[src/source_text_tokenizer_defines.svh]
// ----------------------------------------------------------------------------
// Source text tokenizer: assertion macros
// Shared property forms for the tokenizer checks.
// ----------------------------------------------------------------------------
`ifndef SOURCE_TEXT_TOKENIZER_DEFINES_SVH
`define SOURCE_TEXT_TOKENIZER_DEFINES_SVH

// The consequent must hold in the same cycle as the antecedent.
`define STT_ASSERT_NOW(label, clk, rst, ante, cons, msg) \
  label: assert property (@(posedge clk) disable iff (rst) (ante) |-> (cons)) \
    else $error(msg);

// The consequent must hold in the cycle after the antecedent.
`define STT_ASSERT_NEXT(label, clk, rst, ante, cons, msg) \
  label: assert property (@(posedge clk) disable iff (rst) (ante) |=> (cons)) \
    else $error(msg);

`endif

[src/stt_pkg.sv]
// ----------------------------------------------------------------------------
// Source text tokenizer package
// Types, token codes, character codes and keyword tables.
// ----------------------------------------------------------------------------
package stt_pkg;

  typedef logic [7:0]  byte_t;
  typedef logic [4:0]  kind_t;
  typedef logic [30:0] value_t;
  typedef logic [15:0] pos16_t;
  typedef logic [15:0] len_t;
  typedef logic [2:0]  err_t;

  // Token kinds.
  localparam kind_t KIND_WORD   = 5'd0;
  localparam kind_t KIND_NUMBER = 5'd1;
  localparam kind_t KIND_STRING = 5'd2;
  localparam kind_t KIND_KW0    = 5'd3;
  localparam kind_t KIND_PLUS   = 5'd11;
  localparam kind_t KIND_MINUS  = 5'd12;
  localparam kind_t KIND_SLASH  = 5'd13;
  localparam kind_t KIND_STAR   = 5'd14;
  localparam kind_t KIND_ASSIGN = 5'd15;
  localparam kind_t KIND_EQ     = 5'd16;
  localparam kind_t KIND_GT     = 5'd17;
  localparam kind_t KIND_GE     = 5'd18;
  localparam kind_t KIND_LT     = 5'd19;
  localparam kind_t KIND_LE     = 5'd20;
  localparam kind_t KIND_NE     = 5'd21;
  localparam kind_t KIND_SEMI   = 5'd22;
  localparam kind_t KIND_COLON  = 5'd23;
  localparam kind_t KIND_LPAREN = 5'd24;
  localparam kind_t KIND_RPAREN = 5'd25;

  // Error codes.
  localparam err_t ERR_NONE         = 3'd0;
  localparam err_t ERR_BANG         = 3'd1;
  localparam err_t ERR_UNTERMINATED = 3'd2;
  localparam err_t ERR_BADCHAR      = 3'd3;
  localparam err_t ERR_OVERFLOW     = 3'd4;

  // Character codes.
  localparam byte_t CH_PLUS   = 8'h2B;
  localparam byte_t CH_MINUS  = 8'h2D;
  localparam byte_t CH_SLASH  = 8'h2F;
  localparam byte_t CH_STAR   = 8'h2A;
  localparam byte_t CH_SEMI   = 8'h3B;
  localparam byte_t CH_COLON  = 8'h3A;
  localparam byte_t CH_LPAREN = 8'h28;
  localparam byte_t CH_RPAREN = 8'h29;
  localparam byte_t CH_EQUAL  = 8'h3D;
  localparam byte_t CH_GREATER = 8'h3E;
  localparam byte_t CH_LESS   = 8'h3C;
  localparam byte_t CH_BANG   = 8'h21;
  localparam byte_t CH_SPACE  = 8'h20;
  localparam byte_t CH_NEWLINE = 8'h0A;
  localparam byte_t CH_QUOTE  = 8'h22;
  localparam byte_t CH_0      = 8'h30;
  localparam byte_t CH_9      = 8'h39;
  localparam byte_t CH_LOW_A  = 8'h61;
  localparam byte_t CH_LOW_Z  = 8'h7A;
  localparam byte_t CH_UP_A   = 8'h41;
  localparam byte_t CH_UP_Z   = 8'h5A;

  localparam logic [34:0] VALUE_MAX = 35'h0_7FFF_FFFF;
  localparam len_t        LEN_MAX   = 16'hFFFF;

  // Result queue.
  localparam int QUEUE_DEPTH = 4;
  localparam int QPTR_W      = $clog2(QUEUE_DEPTH);
  localparam int QCNT_W      = $clog2(QUEUE_DEPTH + 1);

  // Keywords: var, print, input, true, false, none, if, else.
  localparam int KW_COUNT = 8;
  localparam int KW_CHARS = 5;
  localparam byte_t KW_TEXT [KW_COUNT][KW_CHARS] = '{
    '{"v", "a", "r", 8'h00, 8'h00},
    '{"p", "r", "i", "n", "t"},
    '{"i", "n", "p", "u", "t"},
    '{"t", "r", "u", "e", 8'h00},
    '{"f", "a", "l", "s", "e"},
    '{"n", "o", "n", "e", 8'h00},
    '{"i", "f", 8'h00, 8'h00, 8'h00},
    '{"e", "l", "s", "e", 8'h00}
  };
  localparam logic [2:0] KW_LEN [KW_COUNT] = '{
    3'd3, 3'd5, 3'd5, 3'd4, 3'd5, 3'd4, 3'd2, 3'd4
  };

  typedef enum logic [5:0] {
    MODE_IDLE     = 6'b000001,
    MODE_WORD     = 6'b000010,
    MODE_NUMBER   = 6'b000100,
    MODE_STRING   = 6'b001000,
    MODE_OPERATOR = 6'b010000,
    MODE_ERROR    = 6'b100000
  } mode_t;

  typedef enum logic [1:0] {
    OP_EQUAL   = 2'd0,
    OP_GREATER = 2'd1,
    OP_LESS    = 2'd2,
    OP_BANG    = 2'd3
  } op_t;

  typedef struct packed {
    kind_t  kind;
    value_t number_value;
    pos16_t start_pos;
    len_t   text_length;
    err_t   error_code;
    logic   run_last;
  } res_t;

  function automatic res_t make_res(input kind_t kind, input value_t value,
                                    input pos16_t start, input len_t len,
                                    input err_t err);
    res_t r;
    r.kind         = kind;
    r.number_value = value;
    r.start_pos    = start;
    r.text_length  = len;
    r.error_code   = err;
    r.run_last     = 1'b0;
    return r;
  endfunction

  function automatic len_t sat_inc(input len_t len);
    return (len == LEN_MAX) ? len : len + 16'd1;
  endfunction

  // Drop every keyword that cannot match once letter c lands at offset len.
  function automatic logic [KW_COUNT-1:0] kw_next(input logic [KW_COUNT-1:0] mask,
                                                  input len_t len, input byte_t c);
    logic [KW_COUNT-1:0] m;
    m = mask;
    for (int i = 0; i < KW_COUNT; i++) begin
      if (len >= 16'(KW_LEN[i])) begin
        m[i] = 1'b0;
      end else if (KW_TEXT[i][len[2:0]] != c) begin
        m[i] = 1'b0;
      end
    end
    return m;
  endfunction

  function automatic kind_t kw_kind(input logic [KW_COUNT-1:0] mask, input len_t len);
    kind_t k;
    k = KIND_WORD;
    for (int i = 0; i < KW_COUNT; i++) begin
      if (mask[i] && (len == 16'(KW_LEN[i]))) begin
        k = 5'(int'(KIND_KW0) + i);
      end
    end
    return k;
  endfunction

  function automatic kind_t op_double(input op_t op);
    kind_t k;
    unique case (op)
      OP_EQUAL:   k = KIND_EQ;
      OP_GREATER: k = KIND_GE;
      OP_LESS:    k = KIND_LE;
      OP_BANG:    k = KIND_NE;
      default:    k = KIND_WORD;
    endcase
    return k;
  endfunction

  function automatic kind_t op_single(input op_t op);
    kind_t k;
    unique case (op)
      OP_EQUAL:   k = KIND_ASSIGN;
      OP_GREATER: k = KIND_GT;
      OP_LESS:    k = KIND_LT;
      default:    k = KIND_WORD;
    endcase
    return k;
  endfunction

endpackage

[src/stt_byte_if.sv]
// ----------------------------------------------------------------------------
// Source byte channel
// Valid/ready channel carrying one source byte and its end-of-stream flag.
// ----------------------------------------------------------------------------
interface stt_byte_if;
  import stt_pkg::*;

  logic  valid;
  logic  ready;
  byte_t byte_in;
  logic  final_byte;

  modport source (output valid, output byte_in, output final_byte, input ready);
  modport sink   (input valid, input byte_in, input final_byte, output ready);
endinterface

[src/stt_token_if.sv]
// ----------------------------------------------------------------------------
// Token channel
// Valid/ready channel carrying one token or error word.
// ----------------------------------------------------------------------------
interface stt_token_if;
  import stt_pkg::*;

  logic   valid;
  logic   ready;
  kind_t  kind;
  value_t number_value;
  pos16_t start_pos;
  len_t   text_length;
  err_t   error_code;
  logic   run_last;

  modport source (output valid, output kind, output number_value, output start_pos,
                  output text_length, output error_code, output run_last, input ready);
  modport sink   (input valid, input kind, input number_value, input start_pos,
                  input text_length, input error_code, input run_last, output ready);
endinterface

[src/source_text_tokenizer.sv]
// ----------------------------------------------------------------------------
// Source text tokenizer
// Byte-serial lexical scanner: words, keywords, numbers, strings, operators.
// ----------------------------------------------------------------------------
//  Channel    Direction  Word contents
//  byte_ch    in         byte_in, final_byte
//  token_ch   out        kind, number_value, start_pos, text_length,
//                        error_code, run_last
//
// One source byte is scanned per cycle while byte_ch is ready; the scanner state updates in the cycle
// the byte is taken and its tokens land in a four-entry result queue.
// A byte that ends one token and completes another gives two words, which
// leave on token_ch in stream order; byte_ch stays ready while two entries are free.
// Reset is synchronous and returns the scanner to idle at position zero.
// A stall on token_ch fills the queue and then holds byte_ch off.
`include "source_text_tokenizer_defines.svh"

module source_text_tokenizer #(
  parameter int POSITION_WIDTH = 16
) (
  input logic        clk,
  input logic        rst,
  stt_byte_if.sink   byte_ch,
  stt_token_if.source token_ch
);
  import stt_pkg::*;

  typedef logic [POSITION_WIDTH-1:0] pos_t;

  // Scanner state.
  mode_t               mode, mode_next;
  op_t                 pend, pend_next;
  value_t              acc, acc_next;
  logic [KW_COUNT-1:0] mask, mask_next;
  pos_t                tok_start, start_next;
  len_t                tok_len, len_next;
  pos_t                byte_pos, pos_next;

  // Result queue.
  res_t              queue [QUEUE_DEPTH];
  logic [QPTR_W-1:0] wr_ptr, rd_ptr;
  logic [QCNT_W-1:0] fill;

  logic        accept, pop;
  byte_t       c;
  logic        c_digit, c_alpha, c_final;
  logic [34:0] num_sum;
  logic        consumed;
  logic        v_mode, v_start, v_last;
  res_t        e_mode, e_start, e_last;
  res_t        r0, r1;
  logic [1:0]  res_cnt, push_cnt;

  assign c       = byte_ch.byte_in;
  assign c_final = byte_ch.final_byte;
  assign c_digit = (c >= CH_0) && (c <= CH_9);
  assign c_alpha = ((c >= CH_LOW_A) && (c <= CH_LOW_Z)) || ((c >= CH_UP_A) && (c <= CH_UP_Z));
  assign num_sum = {1'b0, acc, 3'b000} + {3'b000, acc, 1'b0} + {31'd0, 4'(c - CH_0)};

  assign byte_ch.ready = (fill <= QCNT_W'(QUEUE_DEPTH - 2));
  assign accept        = byte_ch.valid && byte_ch.ready;

  always_comb begin
    mode_next  = mode;
    pend_next  = pend;
    acc_next   = acc;
    mask_next  = mask;
    start_next = tok_start;
    len_next   = tok_len;
    pos_next   = byte_pos + pos_t'(1);
    consumed   = 1'b0;
    v_mode     = 1'b0;
    v_start    = 1'b0;
    v_last     = 1'b0;
    e_mode     = '0;
    e_start    = '0;
    e_last     = '0;

    // Continue or close the token in progress.
    unique case (mode)
      MODE_WORD: begin
        if (c_alpha) begin
          mask_next = kw_next(mask, tok_len, c);
          len_next  = sat_inc(tok_len);
          consumed  = 1'b1;
        end else begin
          v_mode    = 1'b1;
          e_mode    = make_res(kw_kind(mask, tok_len), '0, 16'(tok_start), tok_len, ERR_NONE);
          mode_next = MODE_IDLE;
        end
      end
      MODE_NUMBER: begin
        if (c_digit) begin
          consumed = 1'b1;
          if (num_sum > VALUE_MAX) begin
            v_mode    = 1'b1;
            e_mode    = make_res(KIND_WORD, '0, 16'(tok_start), '0, ERR_OVERFLOW);
            mode_next = MODE_ERROR;
          end else begin
            acc_next = num_sum[30:0];
            len_next = sat_inc(tok_len);
          end
        end else begin
          v_mode    = 1'b1;
          e_mode    = make_res(KIND_NUMBER, acc, 16'(tok_start), tok_len, ERR_NONE);
          mode_next = MODE_IDLE;
        end
      end
      MODE_STRING: begin
        consumed = 1'b1;
        if (c == CH_QUOTE) begin
          v_mode    = 1'b1;
          e_mode    = make_res(KIND_STRING, '0, 16'(tok_start), tok_len, ERR_NONE);
          mode_next = MODE_IDLE;
        end else begin
          len_next = sat_inc(tok_len);
        end
      end
      MODE_OPERATOR: begin
        if (c == CH_EQUAL) begin
          v_mode    = 1'b1;
          e_mode    = make_res(op_double(pend), '0, 16'(tok_start), 16'd2, ERR_NONE);
          mode_next = MODE_IDLE;
          consumed  = 1'b1;
        end else if (pend == OP_BANG) begin
          v_mode    = 1'b1;
          e_mode    = make_res(KIND_WORD, '0, 16'(tok_start), '0, ERR_BANG);
          mode_next = MODE_ERROR;
          consumed  = 1'b1;
        end else begin
          v_mode    = 1'b1;
          e_mode    = make_res(op_single(pend), '0, 16'(tok_start), 16'd1, ERR_NONE);
          mode_next = MODE_IDLE;
        end
      end
      MODE_IDLE: begin
      end
      MODE_ERROR: begin
        consumed = 1'b1;
      end
      default: begin
        consumed = 1'b1;
      end
    endcase

    // A byte not taken by the previous token may open a new one.
    if (!consumed && (mode_next == MODE_IDLE)) begin
      case (c) inside
        CH_PLUS:   begin v_start = 1'b1; e_start.kind = KIND_PLUS;   end
        CH_MINUS:  begin v_start = 1'b1; e_start.kind = KIND_MINUS;  end
        CH_SLASH:  begin v_start = 1'b1; e_start.kind = KIND_SLASH;  end
        CH_STAR:   begin v_start = 1'b1; e_start.kind = KIND_STAR;   end
        CH_SEMI:   begin v_start = 1'b1; e_start.kind = KIND_SEMI;   end
        CH_COLON:  begin v_start = 1'b1; e_start.kind = KIND_COLON;  end
        CH_LPAREN: begin v_start = 1'b1; e_start.kind = KIND_LPAREN; end
        CH_RPAREN: begin v_start = 1'b1; e_start.kind = KIND_RPAREN; end
        CH_EQUAL, CH_GREATER, CH_LESS, CH_BANG: begin
          unique case (c)
            CH_EQUAL:   pend_next = OP_EQUAL;
            CH_GREATER: pend_next = OP_GREATER;
            CH_LESS:    pend_next = OP_LESS;
            default:    pend_next = OP_BANG;
          endcase
          mode_next  = MODE_OPERATOR;
          start_next = byte_pos;
        end
        CH_SPACE, CH_NEWLINE: begin
        end
        CH_QUOTE: begin
          mode_next  = MODE_STRING;
          start_next = byte_pos + pos_t'(1);
          len_next   = '0;
        end
        [CH_LOW_A:CH_LOW_Z], [CH_UP_A:CH_UP_Z]: begin
          mode_next  = MODE_WORD;
          start_next = byte_pos;
          mask_next  = kw_next({KW_COUNT{1'b1}}, '0, c);
          len_next   = 16'd1;
        end
        [CH_0:CH_9]: begin
          mode_next  = MODE_NUMBER;
          start_next = byte_pos;
          len_next   = 16'd1;
          acc_next   = 31'(c - CH_0);
        end
        default: begin
          v_start   = 1'b1;
          e_start   = make_res(KIND_WORD, '0, 16'(byte_pos), '0, ERR_BADCHAR);
          mode_next = MODE_ERROR;
        end
      endcase
      // Single-character operators share position and length.
      if (v_start && (e_start.error_code == ERR_NONE)) begin
        e_start.start_pos   = 16'(byte_pos);
        e_start.text_length = 16'd1;
      end
    end

    // The final byte flushes whatever is pending and rewinds the scanner.
    if (c_final) begin
      unique case (mode_next)
        MODE_WORD: begin
          v_last = 1'b1;
          e_last = make_res(kw_kind(mask_next, len_next), '0, 16'(start_next), len_next,
                            ERR_NONE);
        end
        MODE_NUMBER: begin
          v_last = 1'b1;
          e_last = make_res(KIND_NUMBER, acc_next, 16'(start_next), len_next, ERR_NONE);
        end
        MODE_STRING: begin
          v_last = 1'b1;
          e_last = make_res(KIND_WORD, '0, 16'(start_next), '0, ERR_UNTERMINATED);
        end
        MODE_OPERATOR: begin
          v_last = 1'b1;
          if (pend_next == OP_BANG) begin
            e_last = make_res(KIND_WORD, '0, 16'(start_next), '0, ERR_BANG);
          end else begin
            e_last = make_res(op_single(pend_next), '0, 16'(start_next), 16'd1, ERR_NONE);
          end
        end
        default: begin
        end
      endcase
      mode_next  = MODE_IDLE;
      pend_next  = OP_EQUAL;
      acc_next   = '0;
      mask_next  = {KW_COUNT{1'b1}};
      start_next = '0;
      len_next   = '0;
      pos_next   = '0;
    end
  end

  // Pack up to two results in stream order; the last one carries run_last.
  always_comb begin
    res_cnt = 2'(v_mode) + 2'(v_start) + 2'(v_last);
    if (res_cnt > 2'd2) begin
      res_cnt = 2'd2;
    end
    r0 = v_mode ? e_mode : (v_start ? e_start : e_last);
    r1 = (v_mode && v_start) ? e_start : e_last;
    r0.run_last = (res_cnt == 2'd1);
    r1.run_last = 1'b1;
  end

  assign push_cnt = accept ? res_cnt : 2'd0;
  assign pop      = token_ch.valid && token_ch.ready;

  always_ff @(posedge clk) begin
    if (rst) begin
      mode      <= MODE_IDLE;
      pend      <= OP_EQUAL;
      acc       <= '0;
      mask      <= {KW_COUNT{1'b1}};
      tok_start <= '0;
      tok_len   <= '0;
      byte_pos  <= '0;
    end else if (accept) begin
      mode      <= mode_next;
      pend      <= pend_next;
      acc       <= acc_next;
      mask      <= mask_next;
      tok_start <= start_next;
      tok_len   <= len_next;
      byte_pos  <= pos_next;
    end
  end

  always_ff @(posedge clk) begin
    if (rst) begin
      wr_ptr <= '0;
      rd_ptr <= '0;
      fill   <= '0;
    end else begin
      wr_ptr <= wr_ptr + QPTR_W'(push_cnt);
      rd_ptr <= rd_ptr + QPTR_W'(pop);
      fill   <= fill + QCNT_W'(push_cnt) - QCNT_W'(pop);
    end
  end

  always_ff @(posedge clk) begin
    if (push_cnt != 2'd0) begin
      queue[wr_ptr] <= r0;
    end
    if (push_cnt == 2'd2) begin
      queue[wr_ptr + QPTR_W'(1)] <= r1;
    end
  end

  assign token_ch.valid        = (fill != '0);
  assign token_ch.kind         = queue[rd_ptr].kind;
  assign token_ch.number_value = queue[rd_ptr].number_value;
  assign token_ch.start_pos    = queue[rd_ptr].start_pos;
  assign token_ch.text_length  = queue[rd_ptr].text_length;
  assign token_ch.error_code   = queue[rd_ptr].error_code;
  assign token_ch.run_last     = queue[rd_ptr].run_last;

  `STT_ASSERT_NOW(a_queue_bound, clk, rst, 1'b1, fill <= QCNT_W'(QUEUE_DEPTH), "result queue overrun")
  `STT_ASSERT_NOW(a_error_silent, clk, rst, accept && (mode == MODE_ERROR), push_cnt == 2'd0, "word emitted while skipping after an error")
  `STT_ASSERT_NEXT(a_final_rewind, clk, rst, accept && c_final, (mode == MODE_IDLE) && (byte_pos == '0), "scanner not rewound after last byte")

endmodule

[src/flat_wrapper.sv]
// flat-port wrapper written by rule: the top's interface ports become plain ports
module source_text_tokenizer_flat import stt_pkg::*;
#(
  parameter int POSITION_WIDTH = 16
)
  (clk, rst, byte_ch_valid, byte_ch_byte_in, byte_ch_final_byte, byte_ch_ready, token_ch_valid, token_ch_kind, token_ch_number_value, token_ch_start_pos, token_ch_text_length, token_ch_error_code, token_ch_run_last, token_ch_ready);
  stt_byte_if byte_ch_i ();
  stt_token_if token_ch_i ();
  input logic clk;
  input logic rst;
  input wire logic [$bits(byte_ch_i.valid)-1:0] byte_ch_valid;
  input wire logic [$bits(byte_ch_i.byte_in)-1:0] byte_ch_byte_in;
  input wire logic [$bits(byte_ch_i.final_byte)-1:0] byte_ch_final_byte;
  output wire logic [$bits(byte_ch_i.ready)-1:0] byte_ch_ready;
  output wire logic [$bits(token_ch_i.valid)-1:0] token_ch_valid;
  output wire logic [$bits(token_ch_i.kind)-1:0] token_ch_kind;
  output wire logic [$bits(token_ch_i.number_value)-1:0] token_ch_number_value;
  output wire logic [$bits(token_ch_i.start_pos)-1:0] token_ch_start_pos;
  output wire logic [$bits(token_ch_i.text_length)-1:0] token_ch_text_length;
  output wire logic [$bits(token_ch_i.error_code)-1:0] token_ch_error_code;
  output wire logic [$bits(token_ch_i.run_last)-1:0] token_ch_run_last;
  input wire logic [$bits(token_ch_i.ready)-1:0] token_ch_ready;
  assign byte_ch_i.valid = byte_ch_valid;
  assign byte_ch_i.byte_in = byte_ch_byte_in;
  assign byte_ch_i.final_byte = byte_ch_final_byte;
  assign byte_ch_ready = byte_ch_i.ready;
  assign token_ch_valid = token_ch_i.valid;
  assign token_ch_kind = token_ch_i.kind;
  assign token_ch_number_value = token_ch_i.number_value;
  assign token_ch_start_pos = token_ch_i.start_pos;
  assign token_ch_text_length = token_ch_i.text_length;
  assign token_ch_error_code = token_ch_i.error_code;
  assign token_ch_run_last = token_ch_i.run_last;
  assign token_ch_i.ready = token_ch_ready;
  source_text_tokenizer #(.POSITION_WIDTH(POSITION_WIDTH)) u_core (.clk(clk), .rst(rst), .byte_ch(byte_ch_i), .token_ch(token_ch_i));
endmodule
[config.mk]
export PLATFORM = sky130hd
export DESIGN_NAME = source_text_tokenizer_flat
export DESIGN_NICKNAME = d
export VERILOG_FILES = /design/src/stt_pkg.sv /design/src/stt_byte_if.sv /design/src/stt_token_if.sv /design/src/source_text_tokenizer.sv /design/src/flat_wrapper.sv
export VERILOG_INCLUDE_DIRS = /design/src /design/src/src
export SDC_FILE = /design/constraint.sdc
export NUM_CORES = 1
export LEC_CHECK = 0
export BUFFER_PORTS_ARGS = -buffer_cell sky130_fd_sc_hd__buf_4
export CORE_ASPECT_RATIO = 1.4
export CORE_MARGIN = 5
export CORE_UTILIZATION = 50
export CTS_CLUSTER_SIZE = 40
export DETAILED_ROUTE_END_ITERATION = 12
export HOLD_SLACK_MARGIN = 0.12
export PLACE_DENSITY = 0.66
export SLEW_MARGIN = 20
export SYNTH_ARGS = -nofsm -noshare
export SYNTH_HDL_FRONTEND = slang
export SYNTH_SLANG_ARGS = --single-unit
[constraint.sdc]
create_clock -name clk -period 10.4 [get_ports clk]
set_input_delay 0.52 -clock clk [delete_from_list [all_inputs] [get_ports clk]]
set_output_delay 0.52 -clock clk [all_outputs]
set_load 0.01 [all_outputs]
### Word level (Yosys, flattened, before mapping)

Memory sizes are Yosys's and may differ from the RTL's. A register that Yosys moved wholly into a read port is not among the register bits.
Cells that the tools add are included.

| storage, ports and cells | value |
|---|---|
| register bits after elaboration | 102 |
| RAM bits | 288 |
| ROM bits | 512 |
| logic and storage cells | 373 |
| memories | 9 |

Memories:

| name | words | bits a word | read ports | clocked after Yosys merged registers in | wr ports | RTL line | source |
|---|---|---|---|---|---|---|---|
| u_core.queue | 4 | 72 | 1 | 1 | 2 | source_text_tokenizer.sv:40 | `res_t queue [QUEUE_DEPTH];` |
| (name not given) | 8 | 8 | 1 | 0 | 0 | stt_pkg.sv:140 | `end else if (KW_TEXT[i][len[2:0]] != c) begin` |
| (name not given) | 8 | 8 | 1 | 0 | 0 | stt_pkg.sv:140 |  |
| (name not given) | 8 | 8 | 1 | 0 | 0 | stt_pkg.sv:140 |  |
| (name not given) | 8 | 8 | 1 | 0 | 0 | stt_pkg.sv:140 |  |
| (name not given) | 8 | 8 | 1 | 0 | 0 | stt_pkg.sv:140 |  |
| 3 more memories | - | - | - | - | - | - |  |

| operators by class | value |
|---|---|
| add/subtract/negate cells | 13 |
| magnitude comparators | 14 |
| equal/unequal tests | 57 |
| mux-type cells | 234 |
| bitwise gates (word level) | 1 |
| reductions and logical operators | 35 |

Operator list:

| cell | count |
|---|---|
| $mux 67 | 13 |
| $mux 72 | 10 |
| $mux 16 | 36 |
| $pmux 72 s4 | 2 |
| $mux 31 | 18 |
| $mux 8 | 32 |
| $mux 6 | 21 |
| $eq 8x6->1 const B | 14 |
| $mux 5 | 15 |
| $mux 36 | 2 |
| $mux 69 | 1 |
| $eq 16x2->1 const B | 4 |
| $eq 16x3->1 const B | 4 |
| $ne 8x8->1 | 8 |
| $ne 7x8->1 const A | 7 |
| $mux 1 | 52 |
| $pmux 16 s3 | 1 |
| $add 34x32->35 | 1 |
| $add 35x4->35 | 1 |
| $gt 35x31->1 const B | 1 |
| $add 16x1->16 const B | 2 |
| $ge 16x2->1 const B | 2 |
| $ge 16x3->1 const B | 2 |
| $mux 2 | 16 |
| 42 further kinds | 89 |

### Logic depth before layout (Yosys ltp)

| depth | value |
|---|---|
| depth in word-level cells | 35 |
| mapped depth | 25 |
| mapped depth without buffers | 22 |

### Worst setup path before layout

Ideal clock, no wire load.

| timing | value |
|---|---|
| kind | input to register |
| start point | in byte_ch_byte_in[3] |
| end point | mem u_core.queue[0][10] in the netlist's numbering, enable pin |
| library setup time | 0.424 ns |
| arrival | 7.369 ns |
| data required time | 9.976 ns |
| setup slack | 2.607 ns |
| cell stages on the path | 22 |
| cell sequence | clkbuf_1 -> inv_1 -> fa_1 -> fa_1 -> nand2b_1 -> a21oi_1 -> o21a_1 -> a21boi_0 -> o211ai_1 -> xnor2_1 -> o31ai_1 -> nand3_2 -> nor4_2 -> a211oi_2 -> buf_6 -> fa_1 -> nor2_1 -> nand3_1 -> and2_1 -> clkbuf_1 -> buf_1 -> inv_1 |

RTL lines:

| element | RTL line | source |
|---|---|---|
| start: declaration | flat_wrapper.sv:12 | `input wire logic [$bits(byte_ch_i.byte_in)-1:0] byte_ch_byte_in;` |
| end: declaration | source_text_tokenizer.sv:40 |  |

==> out/metrics.yaml <==
status: "completed"
crit_family: "simple AND/OR/NAND/NOR gates"
rr_worst_depth: 21
hold_class: "input pin to register"
cp_common_cell: "buf_4"
switching_share_pct: 34.6
cts_inserted_buffers: 39
slowest_delay_ns: 0.68
cp.arrival_ns: 8.15
top_usage_layer: "met2"
netlist.area_leader.share_pct: 33.7
clk_pin_slew_worst_paths_ns: 0.07
drive_above_1_share_pct: 14.3
port-buffer-count: 86
seq_area_frac_synth_pct: 42.6
yosysTopAreaCell: "edfxtp_1"
critPathLaunchType: "register"
total_leakage_power_nw: 9.69
rrSetupSlack_ns: 2.46
syn-cell-area_um2: 24900
timing.rr.start: "u_core.acc[18]"
synthCells: 2581
gr-usage-met3_pct: 3.96
diodes: 0
rows: 96
vias: 21900
drt_first_pass_iters: 6
syn_nets: 2685
fin_nets: 2649
cp-end-kind: "register"
synthTopCellsByCount: "edfxtp_1, nand2_1, nor2_1"
holdBufCountCts: 0
fin_tns_setup_ns: 0
grt_pass1_wl_mm: 129
worst-path-max-fanout: 27
maxCapViolCount: 0
htreeDepth: 2
synth_xor_area_share_pct: 1.76
post_drt_via_cell_ratio: 6.81
post-cts-setup-buffers: 0
grtUsageMet2_pct: 52.8
yosysMostFrequentCell: "edfxtp_1"
holdPathStages: 2
synth_mux_area_share_pct: 6.83
cts.sinks: 390
max-slew-margin-rel_pct: 26.7
intPower_w: 0.00322
drtIter0Drc: 2231
io_pins: 87
final_antenna_net_count: 0
detailed_place_hpwl_mm: 58.8
yosys-top-cells-area: "edfxtp_1, dfxtp_1, mux4_2, ha_1, nand2_1"
grt_overflow: 0
pwr-share-seq_pct: 39.3
wl_per_cell_um: 26.6
cts_resized: 0
core_um2: 49200
worst_slew_pin_slew_ns: 1.09
first_global_vias: 21600
globalRouteTotalUtil_pct: 30.6
die_h_um: 274
synth_area_per_cell_um2: 9.66
place_congestion: 1.00
synth_top_family_by_area: "compound AO/OA/AOI/OAI gates"
hold_start: "rst"
p_total_w: 0.00493
worst_ir_drop_vdd_mv: 0.155
use_met1_pct: 36.1
drc: 0
ys_seq_elements: 390
fmax_mhz: 126
area_delta_synth_final_pct: 9.56
synth_cell_type_count: 99
maxSlewViolCount: 0
pwr_density_cell_nw_per_um2: 180
cp_num_buf_inv: 6
clock_skew_ns: 0.0225
yosys.area_share.simple_pct: 15.9
timing.final.crit_share_pct: 76.3
setup_violations: 0
clock_power_share_pct: 29.5
path_cells: "ha_1 -> ha_1 -> nand3_1 -> nor4_1 -> a21boi_0 -> nor3b_1 -> a211oi_1 -> o31ai_1 -> buf_4 -> nand3_2 -> nor4_2 -> a211oi_4 -> buf_4 -> fa_1 -> nor2_1 -> inv_1 -> nor3_1 -> nor2_1 -> buf_4 -> clkinv_2 -> buf_4"
slowest_stage: "dfxtp_1"
routed_wl_mm: 85.3
holdPathEnd: "u_core.tok_start[5]"
critical_path_class: "register to register"
finalHoldViolations: 0
die-area_um2: 54500
min_period_ns: 7.94
synth_ff_type: "edfxtp_1"
cp_data_required_time_ns: 10.61
rr_endpoint: "u_core.queue[1][40]"
net-switching-power_w: 0.00171
tritoncts: "built"
synth_edf_count: 280
rsz0062_at_grt: "false"
die_x_um: 199
start_util_pct: 50.6
synth-compound-area-share_pct: 24.0
clk-insertion-delay-late_ns: 0.57
clk_path_buf_depth: 3
synthAdderAreaFrac_pct: 4.69
cts_root_buffer: "clkbuf_16"
async_flop_share_pct: 0
grt_max_degree: 72
antenna_found_initial: 0
fillers: 4397
yosys_warnings: 0
combPwrFrac_pct: 31.1
-- cells by family after synthesis --
family / after synthesis
buf+inv: 266
compound gates: 863
flops: 390
xor+xnor: 50
simple gates: 841
mux: 80
fa+ha+maj: 91
-- layout by cell type, fill, tap and decap left out, drive strengths merged, types with 8 or more instances in the layout --
cell / count
o21bai: 19
clkinv: 22
dfxtp: 110
xor2: 22
edfxtp: 280
nor4: 26
or3: 17
mux2i: 8
o221ai: 24
nand4: 22
clkbuf: 47
and2: 25
nor3b: 8
and3: 34
ha: 87
o22ai: 112
nand2: 258
mux4: 72
nor3: 47
or2: 12
a32oi: 8
nor2: 255
o21ai: 186
a22o: 87
nor2b: 16
a31oi: 26
a21o: 24
o31ai: 8
xnor2: 28
o211ai: 11
nand2b: 21
o21a: 11
a21oi: 177
inv: 45
a22oi: 46
a211oi: 47
nand3: 83
buf: 139
-- final cells by class --
class                   count  area [um2]  share of cell area, %
flip-flops and latches    390       10600                   38.9
well taps                 637         797                   2.92
repair buffers            139        1070                   3.91
clock inverters            24         289                   1.06
multi-input cells        1925       13300                   48.8
clock buffers              47        1020                   3.72
inverters                  50         193                  0.706
-- worst reg2reg max path, cell delays in order (launching register included) --
cell      delay [ns]
dfxtp_1         0.68
ha_1            0.34
ha_1            0.49
nand3_1         0.17
nor4_1          0.53
a21boi_0        0.33
nor3b_1         0.37
a211oi_1        0.21
o31ai_1         0.33
buf_4           0.24
nand3_2         0.14
nor4_2          0.44
a211oi_4        0.07
buf_4           0.28
fa_1            0.49
nor2_1          0.51
inv_1           0.22
nor3_1          0.45
nor2_1          0.08
buf_4           0.22
clkinv_2        0.46
buf_4           0.53
-- sequential cells by signal, indices dropped and copies added, names as in the netlist --
register / cells
u_core.pend: 2
u_core.acc: 31
u_core.wr_ptr: 2
u_core.queue: 288
u_core.mask: 8
u_core.byte_pos: 16
u_core.rd_ptr: 2
u_core.mode: 6
u_core.tok_len: 16
u_core.fill: 3
u_core.tok_start: 16
-- per-layer routing --
layer / part of all wire (%) / up-vias
met4: 7.2 / 0
met1: 36 / 10600
li1: - / 9829
met5: 0 / -
met3: 7.2 / 286
met2: 50 / 1141
-- through the flow --
| stage | util, % | cell area (um2) | setup slack, ns | hold WS, ns | std cells |
|---|---|---|---|---|---|
| final | 55.4 | 27300 | 2.46 | 0.402 | 3212 |
| after global routing | 55.4 | 27300 | 1.93 | 0.399 | 3212 |
| after CTS | 55.4 | 27300 | 2.58 | 0.380 | 3212 |
| after detailed placement | 52.8 | 26000 | 2.17 | 0.455 | 3141 |
| after global placement | 52.8 | 26000 | 2.36 | 0.442 | 3141 |
| after floorplan | - | 24900 | 2.61 | 0.420 | 2581 |
-- worst max-delay path by stage --
stage | end | start | cells after the start | slack (ns)
final | u_core.queue[1][40] | u_core.acc[18] | 21 | 2.46
after global routing | u_core.queue[1][51] | u_core.acc[19] | 21 | 1.93
after CTS | u_core.queue[0][18] | u_core.acc[0] | 21 | 2.58
after detailed placement | u_core.queue[0][18] | byte_ch_byte_in[3] | 22 | 2.17
after global placement | u_core.queue[0][16] | byte_ch_byte_in[3] | 22 | 2.36
after floorplan | u_core.queue[0][10] | byte_ch_byte_in[3] | 22 | 2.61
-- power groups by stage --
stage          registers [W]  clock network, W  logic [W]
2_1_floorplan        0.00189                 0   0.000992
3_3_place_gp         0.00196                 0    0.00151
3_5_place_dp         0.00197                 0    0.00153
4_1_cts              0.00194           0.00147    0.00153
5_1_grt              0.00195           0.00154    0.00164
6_report             0.00194           0.00146    0.00153
Power figures use the tool's default switching activity.
